### src/rtl/assert_macros.svh
// Assertion macros used by the RTL
`ifndef ASSERT_MACROS_SVH
`define ASSERT_MACROS_SVH

`ifndef NO_ASSERTIONS

`define ASSERT_CLK_RST(label, clk, rst_n, prop) \
    label: assert property (@(posedge clk) disable iff (!rst_n) prop) \
        else $error("assertion failed");

`define ASSERT_CLK(label, clk, prop) \
    label: assert property (@(posedge clk) prop) \
        else $error("assertion failed");

`else

`define ASSERT_CLK_RST(label, clk, rst_n, prop)

`define ASSERT_CLK(label, clk, prop)

`endif

`endif

### src/rtl/kscd_pkg.sv
package kscd_pkg;

    localparam logic [7:0] SPACE_BYTE  = 8'd32;
    localparam logic [7:0] LETTER_BASE = 8'd97;

    localparam logic FUNC_KEY = 1'b0;
    localparam logic FUNC_MSG = 1'b1;

    typedef enum logic [1:0] {
        ST_IDLE,
        ST_READ,
        ST_CMP,
        ST_EMIT
    } state_t;

    typedef struct packed {
        logic capture;
        logic scan_step;
        logic append;
        logic mark_hit;
        logic out_load;
    } cmd_t;

    typedef struct packed {
        logic is_msg;
        logic is_space;
        logic full;
        logic scan_done;
        logic match;
        logic out_free;
    } status_t;

endpackage

### src/rtl/kscd_ram.sv
module kscd_ram #(
    parameter int WIDTH = 8,
    parameter int DEPTH = 26,
    localparam int ADDR_W = (DEPTH > 1) ? $clog2(DEPTH) : 1
) (
    input  logic                  aclk,
    input  logic                  wr_en,
    input  logic [ADDR_W-1:0]     wr_addr,
    input  logic [WIDTH-1:0]      wr_data,
    input  logic [ADDR_W-1:0]     rd_addr,
    output logic [WIDTH-1:0]      rd_data
);

    logic [WIDTH-1:0] mem_reg [DEPTH];
    logic [WIDTH-1:0] rd_data_reg;

    always_ff @(posedge aclk) begin
        if (wr_en) begin
            mem_reg[wr_addr] <= wr_data;
        end
        rd_data_reg <= mem_reg[rd_addr];
    end

    assign rd_data = rd_data_reg;

endmodule

### src/rtl/kscd_ctrl.sv
module kscd_ctrl (
    input  logic              aclk,
    input  logic              aresetn,
    input  logic              s_tvalid,
    output logic              s_tready,
    input  kscd_pkg::status_t status,
    output kscd_pkg::cmd_t    cmd
);

    kscd_pkg::state_t state_reg;
    kscd_pkg::state_t state_next;

    always_ff @(posedge aclk) begin
        if (!aresetn) begin
            state_reg <= kscd_pkg::ST_IDLE;
        end else begin
            state_reg <= state_next;
        end
    end

    always_comb begin
        state_next = state_reg;
        cmd        = '0;
        s_tready   = 1'b0;
        unique case (state_reg)
            kscd_pkg::ST_IDLE: begin
                s_tready = 1'b1;
                if (s_tvalid) begin
                    cmd.capture = 1'b1;
                    state_next  = kscd_pkg::ST_READ;
                end
            end
            kscd_pkg::ST_READ: begin
                if (!status.is_msg && (status.is_space || status.full)) begin
                    state_next = kscd_pkg::ST_IDLE;
                end else if (status.scan_done) begin
                    if (status.is_msg) begin
                        state_next = kscd_pkg::ST_EMIT;
                    end else begin
                        cmd.append = 1'b1;
                        state_next = kscd_pkg::ST_IDLE;
                    end
                end else begin
                    state_next = kscd_pkg::ST_CMP;
                end
            end
            kscd_pkg::ST_CMP: begin
                if (status.match) begin
                    if (status.is_msg) begin
                        cmd.mark_hit = 1'b1;
                        state_next   = kscd_pkg::ST_EMIT;
                    end else begin
                        state_next = kscd_pkg::ST_IDLE;
                    end
                end else begin
                    cmd.scan_step = 1'b1;
                    state_next    = kscd_pkg::ST_READ;
                end
            end
            kscd_pkg::ST_EMIT: begin
                if (status.out_free) begin
                    cmd.out_load = 1'b1;
                    state_next   = kscd_pkg::ST_IDLE;
                end
            end
            default: begin
                state_next = kscd_pkg::ST_IDLE;
            end
        endcase
    end

endmodule

### src/rtl/kscd_datapath.sv
module kscd_datapath #(
    parameter int ALPHABET_SIZE = 26
) (
    input  logic              aclk,
    input  logic              aresetn,
    input  logic [7:0]        s_tdata,
    input  logic              s_tuser,
    output logic [7:0]        m_tdata,
    output logic              m_tuser,
    output logic              m_tvalid,
    input  logic              m_tready,
    input  kscd_pkg::cmd_t    cmd,
    output kscd_pkg::status_t status
);

    localparam int IDX_W = (ALPHABET_SIZE > 1) ? $clog2(ALPHABET_SIZE) : 1;
    localparam int CNT_W = $clog2(ALPHABET_SIZE + 1);

    logic             func_reg;
    logic [7:0]       byte_reg;
    logic [CNT_W-1:0] scan_idx_reg;
    logic [CNT_W-1:0] fill_count_reg;
    logic             hit_reg;
    logic [7:0]       m_tdata_reg;
    logic             m_tuser_reg;
    logic             m_tvalid_reg;
    logic [7:0]       rd_data;

    kscd_ram #(
        .WIDTH (8),
        .DEPTH (ALPHABET_SIZE)
    ) u_table (
        .aclk    (aclk),
        .wr_en   (cmd.append),
        .wr_addr (fill_count_reg[IDX_W-1:0]),
        .wr_data (byte_reg),
        .rd_addr (scan_idx_reg[IDX_W-1:0]),
        .rd_data (rd_data)
    );

    always_ff @(posedge aclk) begin
        if (cmd.capture) begin
            func_reg <= s_tuser;
            byte_reg <= s_tdata;
        end
        if (cmd.capture) begin
            scan_idx_reg <= '0;
        end else if (cmd.scan_step) begin
            scan_idx_reg <= scan_idx_reg + CNT_W'(1);
        end
        if (cmd.capture) begin
            hit_reg <= 1'b0;
        end else if (cmd.mark_hit) begin
            hit_reg <= 1'b1;
        end
        if (cmd.out_load) begin
            m_tdata_reg <= hit_reg ? 8'(kscd_pkg::LETTER_BASE + 8'(scan_idx_reg))
                                   : kscd_pkg::SPACE_BYTE;
            m_tuser_reg <= hit_reg;
        end
    end

    always_ff @(posedge aclk) begin
        if (!aresetn) begin
            fill_count_reg <= '0;
            m_tvalid_reg   <= 1'b0;
        end else begin
            if (cmd.append) begin
                fill_count_reg <= fill_count_reg + CNT_W'(1);
            end
            if (cmd.out_load) begin
                m_tvalid_reg <= 1'b1;
            end else if (m_tready) begin
                m_tvalid_reg <= 1'b0;
            end
        end
    end

    always_comb begin
        status.is_msg    = (func_reg == kscd_pkg::FUNC_MSG);
        status.is_space  = (byte_reg == kscd_pkg::SPACE_BYTE);
        status.full      = (fill_count_reg == CNT_W'(ALPHABET_SIZE));
        status.scan_done = (scan_idx_reg == fill_count_reg);
        status.match     = (rd_data == byte_reg);
        status.out_free  = !m_tvalid_reg || m_tready;
    end

    assign m_tdata  = m_tdata_reg;
    assign m_tuser  = m_tuser_reg;
    assign m_tvalid = m_tvalid_reg;

endmodule

### src/rtl/keyword_substitution_decoder_core.sv
// Keyword substitution decoder.
// Slave channel: s_tdata carries the character byte, s_tuser says what it is
// (0: key byte, 1: message byte). Master channel: m_tdata carries the decoded
// byte, m_tuser is high when the message byte was found in the alphabet.
// A key byte extends the alphabet unless it is a space, already present or
// the alphabet is full; it returns no transaction. Each message byte returns
// exactly one transaction: 'a' plus the index of the match, or a space.
// One item is handled at a time. The alphabet sits in a single-port-read
// RAM that is searched one entry at a time (address, then compare), up to
// a match or the end of the filled part. A message result is loaded into
// the output register once its search ends and that register is free, and
// shows on the master side from the next cycle. A finished result waits
// in the output register, and the next item is taken meanwhile; only a second
// result waits for that register to free.
// Reset empties the alphabet and drops any pending result; no clearing pass.
module keyword_substitution_decoder_core #(
    parameter int ALPHABET_SIZE = 26
) (
    input  logic       aclk,
    input  logic       aresetn,
    input  logic       s_tvalid,
    output logic       s_tready,
    input  logic [7:0] s_tdata,   // [7:0] data_byte
    input  logic       s_tuser,   // [0] func
    output logic       m_tvalid,
    input  logic       m_tready,
    output logic [7:0] m_tdata,   // [7:0] plain_byte
    output logic       m_tuser    // [0] found
);

`include "assert_macros.svh"

    kscd_pkg::cmd_t    cmd;
    kscd_pkg::status_t status;

    kscd_ctrl u_ctrl (
        .aclk     (aclk),
        .aresetn  (aresetn),
        .s_tvalid (s_tvalid),
        .s_tready (s_tready),
        .status   (status),
        .cmd      (cmd)
    );

    kscd_datapath #(
        .ALPHABET_SIZE (ALPHABET_SIZE)
    ) u_datapath (
        .aclk     (aclk),
        .aresetn  (aresetn),
        .s_tdata  (s_tdata),
        .s_tuser  (s_tuser),
        .m_tdata  (m_tdata),
        .m_tuser  (m_tuser),
        .m_tvalid (m_tvalid),
        .m_tready (m_tready),
        .cmd      (cmd),
        .status   (status)
    );

    `ASSERT_CLK_RST(a_busy_after_accept, aclk, aresetn, (s_tvalid && s_tready) |=> !s_tready)
    `ASSERT_CLK_RST(a_append_legal, aclk, aresetn, cmd.append |-> !status.full && !status.is_space && !status.is_msg)
    `ASSERT_CLK_RST(a_no_overwrite, aclk, aresetn, cmd.out_load |-> (!m_tvalid || m_tready))
    `ASSERT_CLK_RST(a_load_shows, aclk, aresetn, cmd.out_load |=> m_tvalid)

endmodule

### config.mk
export PLATFORM = sky130hd
export DESIGN_NAME = keyword_substitution_decoder_core
export DESIGN_NICKNAME = d
export VERILOG_FILES = /design/src/rtl/kscd_pkg.sv /design/src/rtl/kscd_ram.sv /design/src/rtl/kscd_ctrl.sv /design/src/rtl/kscd_datapath.sv /design/src/rtl/keyword_substitution_decoder_core.sv
export VERILOG_INCLUDE_DIRS = /design/src /design/src/rtl
export SDC_FILE = /design/constraint.sdc
export NUM_CORES = 1
export LEC_CHECK = 0
export ABC_AREA = 1
export ABC_CLOCK_PERIOD_IN_PS = 2400
export BUFFER_PORTS_ARGS = -buffer_cell sky130_fd_sc_hd__buf_2
export CORE_ASPECT_RATIO = 0.8
export CORE_UTILIZATION = 31
export CTS_CLUSTER_DIAMETER = 100
export DETAILED_ROUTE_END_ITERATION = 8
export PLACE_DENSITY_LB_ADDON = 0.15
export SLEW_MARGIN = 20
export SYNTH_ARGS = -nofsm -noshare
export SYNTH_HDL_FRONTEND = slang
export SYNTH_SLANG_ARGS = --single-unit
export TNS_END_PERCENT = 50
### constraint.sdc
create_clock -name aclk -period 2.4 [get_ports aclk]
set_input_delay 0.36 -clock aclk [delete_from_list [all_inputs] [get_ports aclk]]
set_output_delay 0.36 -clock aclk [all_outputs]
set_load 0.05 [all_outputs]
# == Word-level counts from Yosys, hierarchy flattened ==
# Memories as Yosys holds them, arrays and structs flattened. A register that Yosys moved wholly into a read port is not among the register bits.
# Index checks and enable logic that the tools add are counted.
# totals
elab_cells,55
reg_bits,32
inputBits,13
ramBits,208
n_memories,1
# op_classes
n_eq_ne,9
addsub,3
n_mux,25
reduce_logical,8
# memory_table
name,depth,width,rd,rd_ports_with_merged_regs,write_ports,line_no,source
u_datapath.u_table.mem_reg,26,8,1,1,1,kscd_ram.sv:14,logic [WIDTH-1:0] mem_reg [DEPTH];
# op_table
op,count
$mux W1,18
$mux W2,6
$add A5 B1 Y5 const B,2
$add A7 B5 Y8 const A,1
$eq A8 B6 Y1 const B,1
$eq A8 B8 Y1,1
$pmux W2 S4,1
$eq A5 B5 Y1,1
$eq A5 B5 Y1 const B,1
$eq A2 B2 Y1 const B,2
$ne A2 B2 Y1 const B,2
$eq A2 B1 Y1 const B,1
$logic_not A1 Y1,2
$logic_not A2 Y1,1
$logic_or A1 B1 Y1,2
$reduce_and A2 Y1,1
$reduce_bool A2 Y1,1
$logic_and A1 B1 Y1,1

# == Depth between registers and ports, before layout ==
# logic_depth
word_depth,7
depth_mapped,11
mapped_depth_nobuf,11

# == By module ==
# Synthesis repeated with hierarchy kept, for this count alone.
# unflattened
cells_unflattened,999
area_unflattened_um2,10467.5
# by_module_without_submodules
module,instances,seq_area_each_um2,area_per_inst_um2,cells_each
kscd_ram,1,6406.1,8901.0,801
kscd_datapath,1,780.7,1398.8,164
kscd_ctrl,1,40.0,167.7,34

# == Worst setup path before layout ==
# Ideal clock, no wire load.
# synth_path
path_type,flip-flop to flip-flop
startpoint,register u_datapath.byte_reg[4]
endpoint,memory u_datapath.u_table.mem_reg[7][0] (enable)
n_path_buf,0
setup_time_ns,0.370
period_less_slack_ns,2.128
stages_incl_launch_ff,11
setup_slack_ns,0.272
arrival_time_ns,1.758
cell_sequence,edfxtp_1 inv_1 nand2_1 nor2_1 nand2_1 nand2_1 nand2_1 nand2_1 nor2_4 nand2_1 nor2_1
# synth_between
elab_chain_len,7
# synth_lines
element,line_no,source
start: declaration,kscd_datapath.sv:20,logic [7:0] byte_reg;
start signal: assignment,kscd_datapath.sv:44,byte_reg <= s_tdata;
$eq A8 B6 Y1,kscd_datapath.sv:81,status.is_space = (byte_reg == kscd_pkg::SPACE_BYTE);
$logic_or A1 B1 Y1,kscd_ctrl.sv:34,if (!status.is_msg && (status.is_space || status.full)) begin
$logic_and A1 B1 Y1,kscd_ctrl.sv:34,
$mux W1,kscd_ctrl.sv:34,
$mux W1,kscd_ctrl.sv:25,unique case (state_reg)
$mux W1,kscd_ram.sv:18,if (wr_en) begin
$mux W1 (implied by the code),kscd_ram.sv:19,mem_reg[wr_addr] <= wr_data;
end: declaration,kscd_ram.sv:14,
# No other way between the ends.

# == Final worst setup path ==
# layout_path
startpoint,register u_datapath.fill_count_reg[1]
endpoint,memory u_datapath.u_table.mem_reg[16][0] (enable)
# layout_between
elab_chain_len,7
# layout_lines
element,line_no,source
start: declaration,kscd_datapath.sv:22,logic [CNT_W-1:0] fill_count_reg;
start signal: assignment,kscd_datapath.sv:69,fill_count_reg <= fill_count_reg + CNT_W'(1);
$eq A5 B5 Y1,kscd_datapath.sv:82,status.full = (fill_count_reg == CNT_W'(ALPHABET_SIZE));
$logic_or A1 B1 Y1,kscd_ctrl.sv:34,
$logic_and A1 B1 Y1,kscd_ctrl.sv:34,
$mux W1,kscd_ctrl.sv:34,
$mux W1,kscd_ctrl.sv:25,
$mux W1,kscd_ram.sv:18,
$mux W1 (implied by the code),kscd_ram.sv:19,
# Several ways; a longest one is shown, not always the timed one.

==> metrics.md <==
| Metric | Value |
|---|---|
| Part of the total power dissipated in the clock network | a little over a third |
| Final critical-path setup slack | 0.1528 ns |
| Pre-CTS setup slack | roughly 0.17 ns |
| Combinational Power Share | 12.6% |
| Setup_tns | 0 ns |
| Number of iterations in the first detailed-routing pass | 5 |
| Share of cells above drive strength 1 | roughly 13% |
| Area growth from synthesis to layout | 16.84% |
| H-tree levels | 1 |
| Average footprint of a synthesized cell | 11.55 sq um |
| Site Rows | 58 |
| Count of vias placed by the detailed router | 6716 |
| Clk pin slew, worst setup/hold paths | about 0.070 ns |
| Synth warnings | 0 |
| Number of antenna violations at the first check in global routing | 0 |
| Final count of negative-setup-slack endpoints | 0 |
| Highest ir drop seen on vdd | between 0.4 and 0.5 mV |
| Relative slew slack | 53.94% |
| Final hold violation count | 0 |
| Total placed instance area | 11020 sq um |
| Initial DRC count | 700 |
| Clock latency at the later pin of the worst-skew pair | roughly 0.54 ns |
| Count of boundary I/O pins | 24 |
| Final routed wirelength across all metal layers | around 28000 microns |
| Sw Pwr | 2.536 mW |
| Internal power | 7.088 mW |
| Final instance area | 11810 sq um |
| Critical Path RT | 2.65 ns |
| Vias in the first global route | 6542 |
| Maximum number of pins on one net before global-route repair | 106 |
| Total die area | ~33000 sq um |
| DRC viols | 0 |
| Starting utilization of the core area | 31.80% |
| Setup CP Type | reg -> reg |
| Final cycle utilization of the critical path | 93.63% |
| Kind of start point of the critical path | register |
| CTS tree | built |
| Worst Max-Slew Pin Slew | 0.6909 ns |
| Inserted Clock Buffers | 25 |
| Sequential cell area fraction in the yosys report | 71.50% |
| DIE WIDTH | between 200 and 250 microns |
| ANT nets after route | 0 |
| Register bit count reported by yosys | around 250 |
| Relative contribution of sequential cells to total power | between 50% and 60% |
| Fmax achieved | between 400 and 500 MHz |
| Port bufs | 23 |
| Clk buf depth | 3 |
| Peak fanout along the critical path | 9 |
| Total gr overflow | 0 |
| Die span in y | approximately 160 microns |
| Type of destination of the critical path | register |
| Post-detailed-route wirelength per cell | 20.43 microns |
| Post-CTS Setup Inserts | 0 |
| Overall track demand over capacity in global routing | 17.35% |
| Classification of the worst-slack hold path | in -> reg |
| Placeable core region | 31790 sq um |
| Final-report max-slew violation count | 0 |
| Summed instance area of the synthesized netlist | about 10000 sq um |
| Routability Congestion | 0.8360 |
| Fin nets | roughly 970 |
| Worst path arrival time | 2.50 ns |
| CTS sink cnt | between 200 and 250 |
| Mean number of vias per cell | a little under 5 |
| First-pass GRT wire length | around 43000 microns |
| RSZ-0062 raised after global routing | false |
| Post-synth cell types | 25 |
| Min cycle time layout | 2.247 ns |
| Synth Instances | just under 900 |
| Root cell of the clock tree | clkbuf_16 |
| Power density over the cells | 815.0 nW/um^2 |
| Status | finished, final reports clean |
| Count of maximum capacitance violations | 0 |
| Number of flip-flops under the largest register name | roughly 210 |
| Switching portion of total power | 26.35% |
| Number of nets in the synthesized netlist | 893 |
| Number of inserted diodes | 0 |
| Detailed Place HPWL | 17570 microns |
| Leakage power | 4.196 nW |
| Fin Clk Skew | 0.01297 ns |
power groups by stage:
stage | clock [mW] | combinational (mW) | sequential [mW]
finish | 3.50 | 1.21 | 4.91
floorplan | 0 | 0.686 | 5.05
global placement | 0 | 1.22 | 5.00
CTS | 3.60 | 1.23 | 4.91
global route | 3.74 | 1.35 | 4.92
detailed placement | 0 | 1.21 | 5.00
layout by cell type (no fill, tap or decap), drive strengths merged:
| cell | Yosys | layout |
|---|---|---|
| nor2 | 164 | 164 |
| o21ai | 80 | 80 |
| clkinv | 1 | 12 |
| nand2 | 145 | 145 |
| xnor2 | 9 | 9 |
| edfxtp | 226 | 226 |
| xor2 | 6 | 6 |
| o22ai | 8 | 8 |
| inv | 41 | 42 |
| dfxtp | 22 | 22 |
| o211ai | 32 | 32 |
| nand4 | 3 | 3 |
| a21oi | 29 | 29 |
| nand3 | 61 | 61 |
| nor3 | 1 | 1 |
| ha | 5 | 5 |
| clkinvlp | 0 | 2 |
| buf | 19 | 79 |
| dlygate4sd3 | 0 | 8 |
| clkbuf | 23 | 29 |
Yosys cell counts (all sizes together):
master  count  area [sq um]
o21ai      80         400.4
buf        19         93.84
clkinv      1         3.750
clkbuf     23         86.33
ha          5         62.56
nand3      61         305.3
o22ai       8         50.05
xnor2       9         78.83
nand2     145         551.8
xor2        6         52.55
nor2      164         625.6
inv        41         153.9
edfxtp    226          6787
nand4       3         25.02
dfxtp      22         440.4
o211ai     32         240.2
nor3        1         5.000
a21oi      29         145.1
cells by family (layout without fill, tap and decap cells):
| kind of cell | count (synthesis) | after routing | synth area share (%) |
|---|---|---|---|
| buffers and inverters | 84 | 172 | 3.342 |
| AOI/OAI and AO/OA | 149 | 149 | 8.269 |
| and+or+nand+nor | 374 | 374 | 14.97 |
| adders and majority gates | 5 | 5 | 0.6190 |
| xor gates and xnor gates | 15 | 15 | 1.300 |
| DFF | 248 | 248 | 71.50 |
worst paths after layout:
check | startpoint | to | cells after the start | slack [ns]
min reg2reg | u_datapath.hit_reg | u_datapath.m_tuser | 0 | 0.48
max reg2reg | u_datapath.fill_count_reg[1] | u_datapath.u_table.mem_reg[16][0] | 9 | 0.15
max | u_datapath.fill_count_reg[1] | u_datapath.u_table.mem_reg[16][0] | 9 | 0.15
min | s_tdata[4] | u_datapath.byte_reg[4] | 1 | 0.04
layout make-up:
class	count	area (sq um)
inverter	42	157.7
fill	3183	19980
timing repair buffer	87	640.6
clock buffer	29	640.6
sequential	248	7232
tap	420	525.5
multi-input combinational	543	2545
clock inverter	14	67.56
critical path: stages (launching register included):
cell and delay [ns]:
dfxtp_1 0.43, inv_1 0.11, nand2_1 0.07, nand2_1 0.05, nor2_1 0.19, nand4_2 0.16
nor2_4 0.27, nand2_2 0.28, nor2_2 0.23, buf_4 0.17
metrics by stage:
| step | util [%] | hold slack, ns | instances | power [mW] |
|---|---|---|---|---|
| 2_1_floorplan | - | 0.4300 | 875 | 5.736 |
| 3_3_place_gp | 34.66 | 0.4485 | 1332 | 6.221 |
| 3_5_place_dp | 34.66 | 0.4586 | 1332 | 6.215 |
| 4_1_cts | 37.14 | 0.01436 | 1383 | 9.736 |
| 5_1_grt | 37.15 | 0.01890 | 1383 | 10.01 |
| 6_report | 37.15 | 0.04106 | 1383 | 9.624 |
per-layer routing:
layer	wire, microns	vias to the layer above	track usage (%)
li1	-	3210	-
met3	1511	36	2.434
met1	14880	3286	28.56
met5	0	-	0
met4	453	0	3.349
met2	11410	184	23.53
repair_timing:
item,CTS,global route
hold endpoints to repair,8,0
gates resized for setup,0,1
hold buffers,8,0
setup endpoints to repair,0,8
Note: power is estimated with default switching activity, not from simulation.
